[config.mk]
export PLATFORM = sky130hd
export DESIGN_NAME = hex_record_to_flash_words_top
export DESIGN_NICKNAME = d
export VERILOG_FILES = /design/src/rtl/core/hrfw_pkg.sv /design/src/rtl/core/hex_record_to_flash_words_top.sv /design/src/rtl/core/hrfw_in_stage.sv /design/src/rtl/core/hrfw_parser.sv /design/src/rtl/core/hrfw_out_stage.sv
export SDC_FILE = /design/constraint.sdc
export NUM_CORES = 1
export LEC_CHECK = 0
export BUFFER_PORTS_ARGS = -buffer_cell sky130_fd_sc_hd__buf_4
export CORE_UTILIZATION = 50
export CTS_BUF_LIST = sky130_fd_sc_hd__clkbuf_8 sky130_fd_sc_hd__clkbuf_16
export CTS_CLUSTER_DIAMETER = 150
export DETAILED_ROUTE_END_ITERATION = 8
export PLACE_DENSITY = 0.76
export SETUP_SLACK_MARGIN = 0.4
export SYNTH_ARGS = -nofsm -noshare
export SYNTH_HDL_FRONTEND = slang
export SYNTH_SLANG_ARGS = --single-unit
[constraint.sdc]
create_clock -name clk_i -period 4.07 [get_ports clk_i]
set_input_delay 1.221 -clock clk_i [delete_from_list [all_inputs] [get_ports clk_i]]
set_output_delay 1.221 -clock clk_i [all_outputs]
set_load 0.01 [all_outputs]
[src/rtl/core/hrfw_pkg.sv]
// ----------------------------------------------------------------------------
// hrfw_pkg
// Shared types, constants and the hex digit decode for the hex record
// to flash word converter.
// ----------------------------------------------------------------------------
package hrfw_pkg;

  localparam int unsigned CharW    = 8;
  localparam int unsigned PosW     = 10;
  localparam int unsigned CountW   = 8;
  localparam int unsigned RecAddrW = 16;
  localparam int unsigned HoldW    = 12;
  localparam int unsigned WordIdxW = 7;
  localparam int unsigned UpperW   = 16;
  localparam int unsigned AddrW    = 32;
  localparam int unsigned HalfW    = 16;
  localparam int unsigned CfgIdxW  = 2;
  localparam int unsigned CfgDataW = 32;

  localparam logic [PosW-1:0]   PosMax        = 10'd1023;
  localparam logic [UpperW-1:0] UpperReset    = 16'h0800;
  localparam logic [AddrW-1:0]  OffsetReset   = 32'h0000_4000;
  localparam logic [CharW-1:0]  CharZero      = 8'd48;
  localparam logic [CharW-1:0]  CharNine      = 8'd57;
  localparam logic [CharW-1:0]  CharUpA       = 8'd65;
  localparam logic [CharW-1:0]  CharUpF       = 8'd70;
  localparam logic [CharW-1:0]  AlphaBias     = 8'd55;

  localparam logic [CfgIdxW-1:0] CfgUpperAddr   = 2'd0;
  localparam logic [CfgIdxW-1:0] CfgWriteOffset = 2'd1;

  typedef struct packed {
    logic [UpperW-1:0] upper_address;
    logic [AddrW-1:0]  write_offset;
  } cfg_t;

  typedef struct packed {
    logic [AddrW-1:0] dest_addr;
    logic [HalfW-1:0] half_word;
    logic             last_of_record;
  } result_t;

  function automatic logic [3:0] hex_digit(input logic [CharW-1:0] c);
    logic [CharW-1:0] t;
    t = '0;
    if (c inside {[CharZero:CharNine]}) begin
      t = c - CharZero;
    end else if (c inside {[CharUpA:CharUpF]}) begin
      t = c - AlphaBias;
    end
    return t[3:0];
  endfunction

endpackage

[src/rtl/core/hex_record_to_flash_words_top.sv]
// Path: the fourth digit of a group is held in the input register, and its
//   halfword is then loaded into the result register for the output.
// Throughput: one character per cycle unless the input is stalled.
//   A held result stalls the input once the input register is also full.
// Reset: all record state clears to zero, upper address to 0x0800 and write
//   offset to 0x00004000; no results pending.
// ----------------------------------------------------------------------------
// hex_record_to_flash_words_top
// Streams hex record text and emits data halfwords with flash addresses.
// ----------------------------------------------------------------------------
module hex_record_to_flash_words_top (
  input  logic                          clk_i,
  input  logic                          rst_ni,
  input  logic                          in_valid_i,
  output logic                          in_ready_o,
  input  logic [hrfw_pkg::CharW-1:0]    character_i,
  input  logic                          record_start_i,
  output logic                          out_valid_o,
  input  logic                          out_ready_i,
  output logic [hrfw_pkg::AddrW-1:0]    dest_addr_o,
  output logic [hrfw_pkg::HalfW-1:0]    half_word_o,
  output logic                          last_of_record_o,
  input  logic                          cfg_we_i,
  input  logic [hrfw_pkg::CfgIdxW-1:0]  cfg_index_i,
  input  logic [hrfw_pkg::CfgDataW-1:0] cfg_wdata_i
);
  import hrfw_pkg::*;

  cfg_t             cfg_q;
  logic             stg_valid;
  logic [CharW-1:0] stg_char;
  logic             stg_start;
  logic             out_can_take;
  logic             advance;
  logic             emit;
  result_t          result;

  always_ff @(posedge clk_i or negedge rst_ni) begin
    if (!rst_ni) begin
      cfg_q.upper_address <= UpperReset;
      cfg_q.write_offset  <= OffsetReset;
    end else if (cfg_we_i) begin
      case (cfg_index_i)
        CfgUpperAddr:   cfg_q.upper_address <= cfg_wdata_i[UpperW-1:0];
        CfgWriteOffset: cfg_q.write_offset  <= cfg_wdata_i[AddrW-1:0];
        default: ;
      endcase
    end
  end

  assign advance = stg_valid && out_can_take;

  hrfw_in_stage u_in_stage (
    .clk_i          (clk_i),
    .rst_ni         (rst_ni),
    .in_valid_i     (in_valid_i),
    .in_ready_o     (in_ready_o),
    .character_i    (character_i),
    .record_start_i (record_start_i),
    .advance_i      (advance),
    .valid_o        (stg_valid),
    .character_o    (stg_char),
    .record_start_o (stg_start)
  );

  hrfw_parser u_parser (
    .clk_i          (clk_i),
    .rst_ni         (rst_ni),
    .advance_i      (advance),
    .character_i    (stg_char),
    .record_start_i (stg_start),
    .cfg_i          (cfg_q),
    .emit_o         (emit),
    .result_o       (result)
  );

  hrfw_out_stage u_out_stage (
    .clk_i            (clk_i),
    .rst_ni           (rst_ni),
    .load_i           (advance && emit),
    .result_i         (result),
    .can_take_o       (out_can_take),
    .out_valid_o      (out_valid_o),
    .out_ready_i      (out_ready_i),
    .dest_addr_o      (dest_addr_o),
    .half_word_o      (half_word_o),
    .last_of_record_o (last_of_record_o)
  );

endmodule

[src/rtl/core/hrfw_in_stage.sv]
// ----------------------------------------------------------------------------
// hrfw_in_stage
// Input register: holds one character word until the parser takes it.
// ----------------------------------------------------------------------------
module hrfw_in_stage (
  input  logic                       clk_i,
  input  logic                       rst_ni,
  input  logic                       in_valid_i,
  output logic                       in_ready_o,
  input  logic [hrfw_pkg::CharW-1:0] character_i,
  input  logic                       record_start_i,
  input  logic                       advance_i,
  output logic                       valid_o,
  output logic [hrfw_pkg::CharW-1:0] character_o,
  output logic                       record_start_o
);
  import hrfw_pkg::*;

  logic             valid_q, valid_d;
  logic [CharW-1:0] char_q;
  logic             start_q;
  logic             load;

  assign in_ready_o = !valid_q || advance_i;
  assign load       = in_valid_i && in_ready_o;

  always_comb begin
    valid_d = valid_q;
    if (load) begin
      valid_d = 1'b1;
    end else if (advance_i) begin
      valid_d = 1'b0;
    end
  end

  always_ff @(posedge clk_i or negedge rst_ni) begin
    if (!rst_ni) begin
      valid_q <= 1'b0;
    end else begin
      valid_q <= valid_d;
    end
  end

  always_ff @(posedge clk_i) begin
    if (load) begin
      char_q  <= character_i;
      start_q <= record_start_i;
    end
  end

  assign valid_o        = valid_q;
  assign character_o    = char_q;
  assign record_start_o = start_q;

endmodule

[src/rtl/core/hrfw_parser.sv]
// ----------------------------------------------------------------------------
// hrfw_parser
// Record field state and per-character decode; builds one halfword result
// at the fourth digit of each data group.
// ----------------------------------------------------------------------------
module hrfw_parser (
  input  logic                       clk_i,
  input  logic                       rst_ni,
  input  logic                       advance_i,
  input  logic [hrfw_pkg::CharW-1:0] character_i,
  input  logic                       record_start_i,
  input  hrfw_pkg::cfg_t             cfg_i,
  output logic                       emit_o,
  output hrfw_pkg::result_t          result_o
);
  import hrfw_pkg::*;

  logic [PosW-1:0]     pos_q, pos_d;
  logic [CountW-1:0]   count_q, count_d;
  logic [RecAddrW-1:0] rec_addr_q, rec_addr_d;
  logic                is_data_q, is_data_d;
  logic [HoldW-1:0]    hold_q, hold_d;
  logic [WordIdxW-1:0] widx_q, widx_d;

  logic [PosW-1:0]     idx;
  logic [PosW-1:0]     grp_off;
  logic [3:0]          d;
  logic [WordIdxW-1:0] n_words;
  logic [AddrW-1:0]    base;

  always_comb begin
    idx        = record_start_i ? '0 : pos_q;
    pos_d      = (idx < PosMax) ? idx + 1'b1 : PosMax;
    count_d    = record_start_i ? '0 : count_q;
    rec_addr_d = record_start_i ? '0 : rec_addr_q;
    is_data_d  = record_start_i ? 1'b0 : is_data_q;
    hold_d     = record_start_i ? '0 : hold_q;
    widx_d     = record_start_i ? '0 : widx_q;
    d          = hex_digit(character_i);
    grp_off    = idx - 10'd9;
    n_words    = count_d[CountW-1:1];
    base       = {cfg_i.upper_address, rec_addr_d};
    emit_o     = 1'b0;
    result_o.dest_addr      = base + cfg_i.write_offset
                              + {{(AddrW-WordIdxW-1){1'b0}}, widx_d, 1'b0};
    result_o.half_word      = {hold_d[3:0], d, hold_d[11:8], hold_d[7:4]};
    result_o.last_of_record = ({1'b0, widx_d} + 8'd1) == {1'b0, n_words};

    if (idx == 10'd1 || idx == 10'd2) begin
      count_d = {count_d[CountW-5:0], d};
    end else if (idx >= 10'd3 && idx <= 10'd6) begin
      rec_addr_d = {rec_addr_d[RecAddrW-5:0], d};
    end else if (idx == 10'd8) begin
      is_data_d = (character_i == CharZero);
    end else if (idx >= 10'd9 && is_data_d && widx_d < n_words) begin
      case (grp_off[1:0])
        2'd0:    hold_d = {8'h00, d};
        2'd1,
        2'd2:    hold_d = {hold_d[HoldW-5:0], d};
        default: begin
          emit_o = 1'b1;
          widx_d = widx_d + 1'b1;
        end
      endcase
    end
  end

  always_ff @(posedge clk_i or negedge rst_ni) begin
    if (!rst_ni) begin
      pos_q      <= '0;
      count_q    <= '0;
      rec_addr_q <= '0;
      is_data_q  <= 1'b0;
      hold_q     <= '0;
      widx_q     <= '0;
    end else if (advance_i) begin
      pos_q      <= pos_d;
      count_q    <= count_d;
      rec_addr_q <= rec_addr_d;
      is_data_q  <= is_data_d;
      hold_q     <= hold_d;
      widx_q     <= widx_d;
    end
  end

endmodule

[src/rtl/core/hrfw_out_stage.sv]
// ----------------------------------------------------------------------------
// hrfw_out_stage
// Result register with valid/ready toward the flash writer.
// ----------------------------------------------------------------------------
module hrfw_out_stage (
  input  logic                        clk_i,
  input  logic                        rst_ni,
  input  logic                        load_i,
  input  hrfw_pkg::result_t           result_i,
  output logic                        can_take_o,
  output logic                        out_valid_o,
  input  logic                        out_ready_i,
  output logic [hrfw_pkg::AddrW-1:0]  dest_addr_o,
  output logic [hrfw_pkg::HalfW-1:0]  half_word_o,
  output logic                        last_of_record_o
);
  import hrfw_pkg::*;

  logic    valid_q, valid_d;
  result_t res_q;

  assign can_take_o = !valid_q || out_ready_i;

  always_comb begin
    valid_d = valid_q;
    if (load_i) begin
      valid_d = 1'b1;
    end else if (out_ready_i) begin
      valid_d = 1'b0;
    end
  end

  always_ff @(posedge clk_i or negedge rst_ni) begin
    if (!rst_ni) begin
      valid_q <= 1'b0;
    end else begin
      valid_q <= valid_d;
    end
  end

  always_ff @(posedge clk_i) begin
    if (load_i) begin
      res_q <= result_i;
    end
  end

  assign out_valid_o      = valid_q;
  assign dest_addr_o      = res_q.dest_addr;
  assign half_word_o      = res_q.half_word;
  assign last_of_record_o = res_q.last_of_record;

endmodule
==> results.json, run 1 <==
{
  "status": "completed",
  "cell_area_after_layout_um2": 10900,
  "timing.hold.worst.start": "u_parser.rec_addr_q[12]$_DFFE_PN0P_",
  "hold_path_class": "flop to flop",
  "fin_hold_ws_ns": 0.511,
  "worstSetupStartpointType": "flop",
  "setup_slack_on_the_worst_flop_to_flop_path_ns": 0.43,
  "post_drt_wl_per_cell_um": 17.8,
  "share_of_post_route_cells_with_drive_strength_above_1": 0.245,
  "detail_route.first_pass.iterations": 7,
  "root_buffer": "sky130_fd_sc_hd__clkbuf_16",
  "synthTopCellsByCount": "sky130_fd_sc_hd__dfrtp_1 (102), sky130_fd_sc_hd__ha_1 (71), sky130_fd_sc_hd__nand2_1 (68), sky130_fd_sc_hd__edfxtp_1 (58), sky130_fd_sc_hd__mux2_2 (50)",
  "syn-cell-area_um2": 9070,
  "first_iter_violations": 781,
  "crit_chain": "buf_6 > buf_6 > nor2b_4 > fa_1 > ha_4 > fa_2 > a211oi_2 > o21ai_2 > o2111ai_2 > a31oi_4 > a31oi_4 > nor3_2 > or3_1",
  "num-nets-final": 1050,
  "place.detailed.instances": 1122,
  "synth.lib_cells_used.distinct": 67,
  "ys_seq_area_frac": 0.479,
  "whs_path_depth": 2,
  "vdd_ir_drop_max_v": 0.000301,
  "worst_path_largest_cell_delay_ns": 0.46,
  "critical_path_buf_inv_count": 2,
  "worstSkewPairLatency_ns": 0.42,
  "post_synth_and_or_nand_nor_area_fraction": 0.129,
  "pre_cts_slack_ns": 0.265,
  "synth_seq_cells": 162,
  "finalWirelength_mm": 20.6,
  "placed_cell_area_um2": 10100,
  "grt_setup_unrepaired": "yes",
  "post_layout_nonfiller_instances": 1161,
  "postSynth.topFlopCell": "sky130_fd_sc_hd__dfrtp_1",
  "design.core.area_um2": 17500,
  "ctsLongestPathBuffers": 2,
  "max_clock_freq_ghz": 0.275,
  "synth-edff-count": 58,
  "critical_path.top_delay_family": "compound AO/OA/AOI/OAI gates",
  "post-route-drc-count": 0,
  "synth_xor_xnor_area_share": 0.0299,
  "synth_warnings": 0,
  "crit_path_max_fanout": 6,
  "floorplan.io_pins": 99,
  "postLayoutCoreUtil": 0.625,
  "synth.net_count": 944,
  "synth_top_family_by_area": "compound AO/OA/AOI/OAI gates",
  "design.die.area_um2": 18700,
  "grt_first_pass_wirelength_mm": 32.7,
  "critical_path.endpoint_type": "flop",
  "combined_global_route_utilization_of_all_metal_layers": 0.228,
  "timing.final.max_slew_violations": 0,
  "worst_clock_skew_ns": 0.0100,
  "chipHeight_um": 137,
  "crit_path_top_delay_cell": "sky130_fd_sc_hd__fa_1",
  "p_per_area_nw_per_um2": 461,
  "max_slew_margin": 0.339,
  "first_global_vias": 6374,
  "total_switching_power_mw": 1.44,
  "grt_max_degree": 61,
  "final.setup.worst_slack_ns": 0.434,
  "layout_min_cycle_time_ns": 3.64,
  "dp.final_hpwl_mm": 14.6,
  "swShare": 0.286,
  "worstPathRequired_ns": 4.24,
  "tightest_slew_ns": 0.988,
  "rows": 48,
  "synthMostInstantiatedCell": "sky130_fd_sc_hd__dfrtp_1",
  "synth_top_area_cell": "sky130_fd_sc_hd__dfrtp_1",
  "portBuffers": 98,
  "clk_pin_slew_ns": 0.06,
  "type_of_the_worst_setup_path": "flop to flop",
  "maxCapViolCount": 0,
  "setup_viol": 0,
  "floorplan.initialDensity": 0.519,
  "min_to": "u_parser.rec_addr_q[12]$_DFFE_PN0P_",
  "cts_htree_levels": 4,
  "synthTopCellsByArea": "sky130_fd_sc_hd__dfrtp_1 (28%), sky130_fd_sc_hd__edfxtp_1 (19%), sky130_fd_sc_hd__ha_1 (9.8%), sky130_fd_sc_hd__mux2_2 (6.2%), sky130_fd_sc_hd__nor2b_1 (2.9%)",
  "routabilityCongestion": 0.886,
  "timing_hold_violations_final": 0,
  "grt_remaining_overflow": 0,
  "via_count": 6834,
  "hold_buffers_post_cts": 0,
  "layout-area-overhead-vs-synth_pct": 20.5,
  "clock_power_share": 0.355,
  "pwr-share-seq": 0.391,
  "report.power.total_mw": 5.04,
  "syn-instance-count": 817,
  "syn_avg_cell_area_um2": 11.1,
  "route.detailed.vias_per_inst": 5.89,
  "synth_mux_area_frac": 0.0632,
  "power.leakage_nw": 4.76,
  "regToRegStartpoint": "u_in_stage.record_start_o$_DFFE_PP_",
  "cts_made_buffers": 17,
  "post-route-period-util": 0.893,
  "clock-sinks": 162,
  "die_w_um": 137,
  "cellInternalPower_mw": 3.60,
  "worst_r2r_endpoint": "u_out_stage.dest_addr_o[29]$_DFFE_PP_",
  "tritoncts": "built",
  "grt_antenna_before_repair": 0,
  "synth-adder-area-share": 0.116,
  "fill_cells": 1360,
  "timing.critical_path.arrival_ns": 3.81,
  "tns_ns": 0,
  "synth-compound-area-share": 0.160,
  "postRouteAntennaNets": 0,
  "r2r_depth": 13,
  "post-synth-top-area-fraction": 0.281,
  "async_sr_flop_fraction": 0.642,
  "combinationalPowerShare": 0.254,
  "insertedDiodeCount": 0
}
-- worst reg2reg max path, stage by stage, from the launching register on --
cell and delay, ns:
sky130_fd_sc_hd__edfxtp_1 0.43, sky130_fd_sc_hd__buf_6 0.16, sky130_fd_sc_hd__buf_6 0.13, sky130_fd_sc_hd__nor2b_4 0.11
sky130_fd_sc_hd__fa_1 0.46, sky130_fd_sc_hd__ha_4 0.19, sky130_fd_sc_hd__fa_2 0.41, sky130_fd_sc_hd__a211oi_2 0.23
sky130_fd_sc_hd__o21ai_2 0.11, sky130_fd_sc_hd__o2111ai_2 0.27, sky130_fd_sc_hd__a31oi_4 0.16, sky130_fd_sc_hd__a31oi_4 0.32
sky130_fd_sc_hd__nor3_2 0.08, sky130_fd_sc_hd__or3_1 0.34
-- repair_timing --
item	CTS	global route
cloned	0	0
pin swaps	1	10
setup endpoints to repair	38	48
resized for setup	4	21
buffers inserted	1	6
-- power by group through the flow --
stage,clock [mW],combinational [mW],sequential [mW]
CTS,1.80,1.23,1.97
floorplan,0,0.931,1.95
global route,1.87,1.42,1.99
global placement,0,1.18,2.00
detailed placement,0,1.20,2.00
finish,1.79,1.28,1.97
-- registers in the layout, indices dropped and copies added, names as in the netlist --
name,flops
cfg_q,48
u_in_stage.character_o,8
u_in_stage.record_start_o,1
u_in_stage.valid_o,1
u_out_stage.dest_addr_o,32
u_out_stage.half_word_o,16
u_out_stage.last_of_record_o,1
u_out_stage.out_valid_o,1
u_parser.count_q,8
u_parser.hold_q,12
u_parser.is_data_q,1
u_parser.pos_q,10
u_parser.rec_addr_q,16
u_parser.widx_q,7
-- routing by layer --
metal,up-vias,track usage,routed length [µm]
met4,0,0.0580,255
li1,3242,-,-
met5,-,0,0
met1,3336,0.343,9760
met2,235,0.335,9440
met3,21,0.0456,1160
-- layout by cell type, fill, tap and decap left out, types with 5 or more instances in the layout --
| master | instances |
|---|---|
| sky130_fd_sc_hd__dfrtp_1 | 102 |
| sky130_fd_sc_hd__o21ai_0 | 41 |
| sky130_fd_sc_hd__and3_1 | 7 |
| sky130_fd_sc_hd__nand3_1 | 28 |
| sky130_fd_sc_hd__xnor2_1 | 16 |
| sky130_fd_sc_hd__a31oi_1 | 7 |
| sky130_fd_sc_hd__a21o_1 | 21 |
| sky130_fd_sc_hd__buf_4 | 113 |
| sky130_fd_sc_hd__bufinv_16 | 6 |
| sky130_fd_sc_hd__o21a_1 | 8 |
| sky130_fd_sc_hd__edfxtp_1 | 58 |
| sky130_fd_sc_hd__fa_1 | 7 |
| sky130_fd_sc_hd__a22oi_1 | 18 |
| sky130_fd_sc_hd__clkbuf_16 | 17 |
| sky130_fd_sc_hd__nor2_1 | 38 |
| sky130_fd_sc_hd__a22o_1 | 13 |
| sky130_fd_sc_hd__nand2b_1 | 5 |
| sky130_fd_sc_hd__mux2_2 | 50 |
| sky130_fd_sc_hd__nand4_1 | 6 |
| sky130_fd_sc_hd__or3_1 | 8 |
| sky130_fd_sc_hd__nor3_1 | 9 |
| sky130_fd_sc_hd__ha_1 | 68 |
| sky130_fd_sc_hd__a21oi_1 | 40 |
| sky130_fd_sc_hd__nand2_1 | 68 |
| sky130_fd_sc_hd__a221o_1 | 10 |
| sky130_fd_sc_hd__nor2b_1 | 36 |
| sky130_fd_sc_hd__inv_1 | 22 |
| sky130_fd_sc_hd__o211ai_1 | 6 |
| sky130_fd_sc_hd__xor2_1 | 15 |
-- final cells by class --
| class | instances | area, µm² | share of cell area |
|---|---|---|---|
| clock buffers | 18 | 439 | 0.0402 |
| clock inverters | 14 | 220 | 0.0201 |
| inverters | 21 | 81.3 | 0.00744 |
| multi-input cells | 602 | 4620 | 0.423 |
| flip-flops and latches | 162 | 4350 | 0.398 |
| well taps | 225 | 282 | 0.0258 |
| repair buffers | 119 | 942 | 0.0862 |
-- kinds of logic after synthesis --
| family | after synthesis |
|---|---|
| simple gates | 234 |
| mux | 51 |
| flops | 162 |
| compound gates | 207 |
| buf+inv | 53 |
| xor+xnor | 31 |
| fa+ha+maj | 79 |
-- worst max path at each step --
stage / cells after the start / end / start / slack (ns)
3_3_place_gp: 11 / u_out_stage.dest_addr_o[29]$_DFFE_PP_ / u_in_stage.record_start_o$_DFFE_PP_ / 0.39
2_1_floorplan: 13 / u_out_stage.dest_addr_o[29]$_DFFE_PP_ / u_in_stage.record_start_o$_DFFE_PP_ / 0.44
6_report: 13 / u_out_stage.dest_addr_o[29]$_DFFE_PP_ / u_in_stage.record_start_o$_DFFE_PP_ / 0.43
4_1_cts: 11 / u_out_stage.dest_addr_o[29]$_DFFE_PP_ / u_in_stage.record_start_o$_DFFE_PP_ / 0.41
5_1_grt: 11 / u_out_stage.dest_addr_o[24]$_DFFE_PP_ / u_in_stage.record_start_o$_DFFE_PP_ / 0.30
3_5_place_dp: 12 / u_out_stage.dest_addr_o[29]$_DFFE_PP_ / u_in_stage.record_start_o$_DFFE_PP_ / 0.27
(Power assumes the default switching activity.)
==> inputs of run 2 (changes only) <==
--- a/config.mk
+++ b/config.mk
@@ -10,7 +10,7 @@
 export CTS_BUF_LIST = sky130_fd_sc_hd__clkbuf_8 sky130_fd_sc_hd__clkbuf_16
 export CTS_CLUSTER_DIAMETER = 150
 export DETAILED_ROUTE_END_ITERATION = 8
-export PLACE_DENSITY = 0.76
+export PLACE_DENSITY = 0.74
 export SETUP_SLACK_MARGIN = 0.4
 export SYNTH_ARGS = -nofsm -noshare
 export SYNTH_HDL_FRONTEND = slang
==> constraint.sdc (replaced) <==
create_clock -name clk_i -period 4.1 [get_ports clk_i]
set_input_delay 1.23 -clock clk_i [delete_from_list [all_inputs] [get_ports clk_i]]
set_output_delay 1.23 -clock clk_i [all_outputs]
set_load 0.01 [all_outputs]
==> run 2 against run 1 <==
- final area fell by 1.6%
- critical path depth fell by 1
- sequential share of layout area is 0.65 points higher
- clock-buffer cell count grew 1
- hold slack got worse by 0.0090 ns
- total power decreased by 4.9%
- largest cell class unchanged
- combinational power down 4%
- flip-flop and latch count unchanged
- register-to-register slack improved by 0.06 ns
- worst setup slack better by 0.062 ns
==> results.json, run 2 (synthesis gave the netlist of run 1 again) <==
{
  "worstSkewPairLatency_ns": 0.43,
  "detail_route.first_pass.iterations": 5,
  "regToRegStartpoint": "u_in_stage.record_start_o$_DFFE_PP_",
  "post-route-period-util": 0.879,
  "worst_clock_skew_ns": 0.0109,
  "worst_r2r_endpoint": "u_out_stage.dest_addr_o[29]$_DFFE_PP_",
  "worstSetupStartpointType": "flop",
  "power.leakage_nw": 4.70,
  "via_count": 6786,
  "largest_register_by_flop_count": "cfg_q",
  "floorplan.io_pins": 99,
  "combined_global_route_utilization_of_all_metal_layers": 0.233,
  "clock-sinks": 162,
  "insertedDiodeCount": 0,
  "grt_max_degree": 68,
  "routabilityCongestion": 0.917,
  "commonest_cells_after_routing_fill_and_taps_aside": "sky130_fd_sc_hd__buf_4 (114), sky130_fd_sc_hd__dfrtp_1 (102), sky130_fd_sc_hd__ha_1 (70), sky130_fd_sc_hd__nand2_1 (68), sky130_fd_sc_hd__edfxtp_1 (58)",
  "route.detailed.vias_per_inst": 5.86,
  "design.die.area_um2": 18700,
  "root_buffer": "sky130_fd_sc_hd__clkbuf_16",
  "pre_cts_slack_ns": 0.320,
  "timing.hold.worst.start": "u_parser.count_q[0]$_DFFE_PN0P_",
  "timing.final.max_slew_violations": 0,
  "cts_made_buffers": 17,
  "portBuffers": 98,
  "r2r_depth": 12,
  "largest_register_ffs": 48,
  "cts_htree_levels": 4,
  "grt_first_pass_wirelength_mm": 33.0,
  "setup_viol": 0,
  "worstPathRequired_ns": 4.28,
  "cell_area_after_layout_um2": 10800,
  "rows": 48,
  "max_clock_freq_ghz": 0.277,
  "whs_path_depth": 1,
  "first_iter_violations": 510,
  "crit_path_max_fanout": 16,
  "floorplan.initialDensity": 0.519,
  "first_global_vias": 6317,
  "maxCapViolCount": 0,
  "grt_setup_unrepaired": "no",
  "layout_commonest_cell": "sky130_fd_sc_hd__buf_4",
  "grt_remaining_overflow": 0,
  "timing_hold_violations_final": 0,
  "p_per_area_nw_per_um2": 446,
  "type_of_the_worst_setup_path": "flop to flop",
  "design.core.area_um2": 17500,
  "max_slew_margin": 0.578,
  "clk_pin_slew_ns": 0.06,
  "final.setup.worst_slack_ns": 0.496,
  "status": "completed",
  "hold_path_class": "flop to flop",
  "tightest_slew_ns": 0.627,
  "die_w_um": 137,
  "chipHeight_um": 137,
  "final-seq-area_um2": 4350,
  "finalWirelength_mm": 20.6,
  "ctsLongestPathBuffers": 2,
  "placed_cell_area_um2": 10100,
  "crit_start": "u_in_stage.record_start_o$_DFFE_PP_",
  "grt_antenna_before_repair": 0,
  "fill_cells": 1394,
  "area_taken_by_multi_input_logic_gates_um2": 4550,
  "timing.critical_path.arrival_ns": 3.78,
  "post_drt_wl_per_cell_um": 17.8,
  "layout_min_cycle_time_ns": 3.60,
  "vdd_ir_drop_max_v": 0.000285,
  "num-nets-final": 1048,
  "share_of_post_route_cells_with_drive_strength_above_1": 0.238,
  "tritoncts": "built",
  "setup_slack_on_the_worst_flop_to_flop_path_ns": 0.50,
  "dp.final_hpwl_mm": 14.8,
  "tns_ns": 0,
  "layout-area-overhead-vs-synth_pct": 18.6,
  "min_to": "u_parser.count_q[0]$_DFFE_PN0P_",
  "post-route-drc-count": 0,
  "critical_path.endpoint_type": "flop",
  "postRouteAntennaNets": 0,
  "report.power.total_mw": 4.80
}
-- run 2: cell count changes in the layout (fill, tap and decap cells not counted), moves of 2 or more --
cell	change
sky130_fd_sc_hd__buf_12	-2
sky130_fd_sc_hd__nor2b_1	+3
sky130_fd_sc_hd__clkinv_4	+2
sky130_fd_sc_hd__inv_1	-2
sky130_fd_sc_hd__bufinv_16	-5
sky130_fd_sc_hd__nor2b_4	-2
sky130_fd_sc_hd__inv_6	+3
sky130_fd_sc_hd__ha_4	-2
sky130_fd_sc_hd__clkbuf_16	+2
sky130_fd_sc_hd__ha_1	+2
-- run 2: per-layer routing --
metal / share of wire / up-vias / routed length (µm) / track usage
li1: - / 3238 / - / -
met1: 0.49 / 3304 / 10000 / 0.346
met2: 0.45 / 216 / 9270 / 0.346
met3: 0.047 / 28 / 976 / 0.0389
met4: 0.016 / 0 / 327 / 0.0698
met5: 0 / - / 0 / 0
-- run 2: timing repair --
item | 4_1_cts | 5_1_grt
pin swaps | 2 | 3
buffers inserted | 1 | 1
endpoints found under the setup margin | 1 | 53
gates resized for setup | 1 | 10
hold buffers | 0 | 0
-- run 2: report_power, final --
group	leakage, nW	switching, mW	internal (mW)
registers	1.83	0.112	1.85
clock network	0.302	0.686	0.917
logic	2.57	0.681	0.552
total	4.70	1.48	3.32
-- run 2: worst max-delay path by stage --
stage,cells after the start,end
finish,12,u_out_stage.dest_addr_o[29]$_DFFE_PP_
global route,13,u_out_stage.dest_addr_o[30]$_DFFE_PP_
CTS,12,u_out_stage.dest_addr_o[29]$_DFFE_PP_
global placement,12,u_out_stage.dest_addr_o[29]$_DFFE_PP_
detailed placement,12,u_out_stage.dest_addr_o[29]$_DFFE_PP_
floorplan,14,u_out_stage.dest_addr_o[29]$_DFFE_PP_
-- run 2: stage by stage --
| stage | hold slack, ns | cells | util |
|---|---|---|---|
| 2_1_floorplan | 0.464 | 817 | - |
| 3_3_place_gp | 0.488 | 1125 | 0.578 |
| 3_5_place_dp | 0.490 | 1125 | 0.578 |
| 4_1_cts | 0.506 | 1158 | 0.613 |
| 5_1_grt | 0.520 | 1159 | 0.615 |
| 6_report | 0.502 | 1159 | 0.615 |
-- run 2: area by class of cell --
type / instances / share of cell area
inverters: 21 / 0.00733
repair buffers: 117 / 0.0835
multi-input cells: 602 / 0.423
flip-flops and latches: 162 / 0.404
well taps: 225 / 0.0262
clock buffers: 19 / 0.0442
clock inverters: 13 / 0.0112
-- run 2: worst max-delay path, cell delays in order, from the launching register on --
cell,delay (ns)
sky130_fd_sc_hd__edfxtp_1,0.43
sky130_fd_sc_hd__buf_6,0.19
sky130_fd_sc_hd__nor2b_2,0.13
sky130_fd_sc_hd__fa_1,0.43
sky130_fd_sc_hd__ha_1,0.24
sky130_fd_sc_hd__fa_2,0.39
sky130_fd_sc_hd__a211oi_2,0.23
sky130_fd_sc_hd__o21ai_2,0.13
sky130_fd_sc_hd__o2111ai_2,0.28
sky130_fd_sc_hd__a31oi_4,0.16
sky130_fd_sc_hd__a31oi_4,0.30
sky130_fd_sc_hd__nor3_1,0.11
sky130_fd_sc_hd__or3_1,0.34
==> inputs of run 3 (changes only) <==
--- a/config.mk
+++ b/config.mk
@@ -11,6 +11,7 @@
 export CTS_CLUSTER_DIAMETER = 150
 export DETAILED_ROUTE_END_ITERATION = 8
 export PLACE_DENSITY = 0.74
+export REMOVE_ABC_BUFFERS = 1
 export SETUP_SLACK_MARGIN = 0.4
 export SYNTH_ARGS = -nofsm -noshare
 export SYNTH_HDL_FRONTEND = slang
==> run 3 against run 2 <==
- maximum frequency about the same
- hold slack improved by 0.00083 ns
- sequential share of layout area decreased by 0.28 points
- combinational power about the same
- via count decreased by 1.4%
- final cell count increased by 0.26%
- final area increased by 0.71%
- critical path type unchanged
==> results.json, run 3 (synthesis gave the netlist of run 1 again) <==
{
  "status": "completed",
  "grt_first_pass_wirelength_mm": 33.4,
  "root_buffer": "sky130_fd_sc_hd__clkbuf_16",
  "insertedDiodeCount": 0,
  "grt_setup_unrepaired": "yes",
  "layout-area-overhead-vs-synth_pct": 19.4,
  "worstSetupStartpointType": "flop",
  "total_switching_power_mw": 1.47,
  "crit_start": "u_in_stage.record_start_o$_DFFE_PP_",
  "timing.critical_path.arrival_ns": 3.77,
  "die_w_um": 137,
  "design.die.area_um2": 18700,
  "maxCapViolCount": 0,
  "chipHeight_um": 137,
  "cell_area_after_layout_um2": 10800,
  "timing.hold.worst.start": "u_parser.count_q[0]$_DFFE_PN0P_",
  "clock_power_share": 0.337,
  "timing_hold_violations_final": 0,
  "regToRegStartpoint": "u_in_stage.record_start_o$_DFFE_PP_",
  "layout_commonest_cell": "sky130_fd_sc_hd__buf_4",
  "routabilityCongestion": 0.880,
  "layout_min_cycle_time_ns": 3.61,
  "largest_register_by_flop_count": "cfg_q",
  "num-nets-final": 1051,
  "crit_path_top_delay_cell": "sky130_fd_sc_hd__fa_1",
  "ctsLongestPathBuffers": 2,
  "rows": 48,
  "share_of_post_route_cells_with_drive_strength_above_1": 0.241,
  "tritoncts": "built",
  "critical_path.top_delay_family": "compound AO/OA/AOI/OAI gates",
  "grt_max_degree": 67,
  "dp.final_hpwl_mm": 14.7,
  "commonest_cells_after_routing_fill_and_taps_aside": "sky130_fd_sc_hd__buf_4 (117), sky130_fd_sc_hd__dfrtp_1 (102), sky130_fd_sc_hd__nand2_1 (68), sky130_fd_sc_hd__ha_1 (68), sky130_fd_sc_hd__edfxtp_1 (58)",
  "vdd_ir_drop_max_v": 0.000332,
  "clock-sinks": 162,
  "worstSkewPairLatency_ns": 0.43,
  "finalWirelength_mm": 20.5,
  "critical_path_buf_inv_count": 2,
  "worst_clock_skew_ns": 0.0105,
  "floorplan.io_pins": 99,
  "timing.final.max_slew_violations": 0,
  "via_count": 6690,
  "combined_global_route_utilization_of_all_metal_layers": 0.233,
  "crit_path_max_fanout": 21,
  "fill_cells": 1416,
  "portBuffers": 98,
  "cts_made_buffers": 17,
  "clk_pin_slew_ns": 0.06,
  "max_clock_freq_ghz": 0.277,
  "postRouteAntennaNets": 0,
  "hold_buffers_post_cts": 0,
  "worstPathRequired_ns": 4.27,
  "route.detailed.vias_per_inst": 5.76,
  "crit_chain": "buf_4 > buf_4 > nor2b_4 > fa_1 > ha_2 > o211ai_1 > o21ai_2 > o2111ai_2 > a31oi_4 > a31oi_4 > o2111a_1 > or3_1",
  "first_iter_violations": 449,
  "largest_register_ffs": 48,
  "type_of_the_worst_setup_path": "flop to flop",
  "tightest_slew_ns": 1.11,
  "placed_cell_area_um2": 10100,
  "swShare": 0.305,
  "cellInternalPower_mw": 3.34,
  "post_drt_wl_per_cell_um": 17.7,
  "power.leakage_nw": 4.73,
  "grt_antenna_before_repair": 0,
  "combinationalPowerShare": 0.255,
  "worst_path_largest_cell_delay_ns": 0.44,
  "setup_viol": 0,
  "cts_htree_levels": 4,
  "max_slew_margin": 0.258,
  "floorplan.initialDensity": 0.519,
  "tns_ns": 0,
  "design.core.area_um2": 17500,
  "detail_route.first_pass.iterations": 5,
  "hold_path_class": "flop to flop",
  "pwr-share-seq": 0.407,
  "grt_remaining_overflow": 0,
  "post-route-drc-count": 0,
  "first_global_vias": 6645,
  "p_per_area_nw_per_um2": 444,
  "post-route-period-util": 0.880,
  "critical_path.endpoint_type": "flop"
}
## run 3: worst paths after layout
check | end | slack (ns) | depth (start not counted)
setup / recovery | u_out_stage.dest_addr_o[29]$_DFFE_PP_ | 0.49 | 12
hold / removal | u_parser.count_q[0]$_DFFE_PN0P_ | 0.50 | 1
setup reg to reg | u_out_stage.dest_addr_o[29]$_DFFE_PP_ | 0.49 | 12
hold reg to reg | u_parser.count_q[0]$_DFFE_PN0P_ | 0.50 | 1
max in group asynchronous | u_parser.hold_q[1]$_DFFE_PN0P_ | 2.38 | 2
min in group asynchronous | cfg_q[34]$_DFFE_PN0P_ | 0.90 | 1
## run 3: cell type report
cell class                 instances  area (µm²)  share of cell area
inverter                          21        80.1             0.00739
sequential                       162        4350               0.401
timing repair buffer             120         938              0.0866
multi-input combinational        602        4580               0.423
clock buffer                      20         489              0.0452
tap                              225         282              0.0260
clock inverter                    12         115              0.0106
## run 3: layer usage
layer	GRT usage	vias up	routed length [µm]
li1	-	3243	-
met1	0.297	3260	9130
met4	0.0519	0	201
met5	0	-	0
met2	0.403	167	10300
met3	0.0511	20	894
## run 3: per-stage QoR
stage / setup WS, ns / hold WS [ns] / cells / util / power [mW]
final: 0.494 / 0.502 / 1162 / 0.620 / 4.81
after global routing: 0.335 / 0.525 / 1162 / 0.620 / 5.06
after CTS: 0.409 / 0.505 / 1161 / 0.617 / 4.81
after detailed placement: 0.194 / 0.488 / 1126 / 0.580 / 3.17
after global placement: 0.244 / 0.479 / 1126 / 0.580 / 3.14
after floorplan: -0.871 / 0.464 / 785 / - / 2.84
## run 3: power groups by stage
stage                     clock network, mW  logic (mW)  registers (mW)
after floorplan                           0       0.885            1.96
after global placement                    0        1.15            1.98
after detailed placement                  0        1.18            1.99
after CTS                              1.65        1.21            1.96
after global routing                   1.72        1.37            1.98
final                                  1.62        1.23            1.96
## run 3: timing repair
action / CTS / global route
gates cloned: 0 / 0
pin swaps: 2 / 5
setup buffers: 3 / 1
endpoints found under the setup margin: 5 / 15
resized for setup: 7 / 7
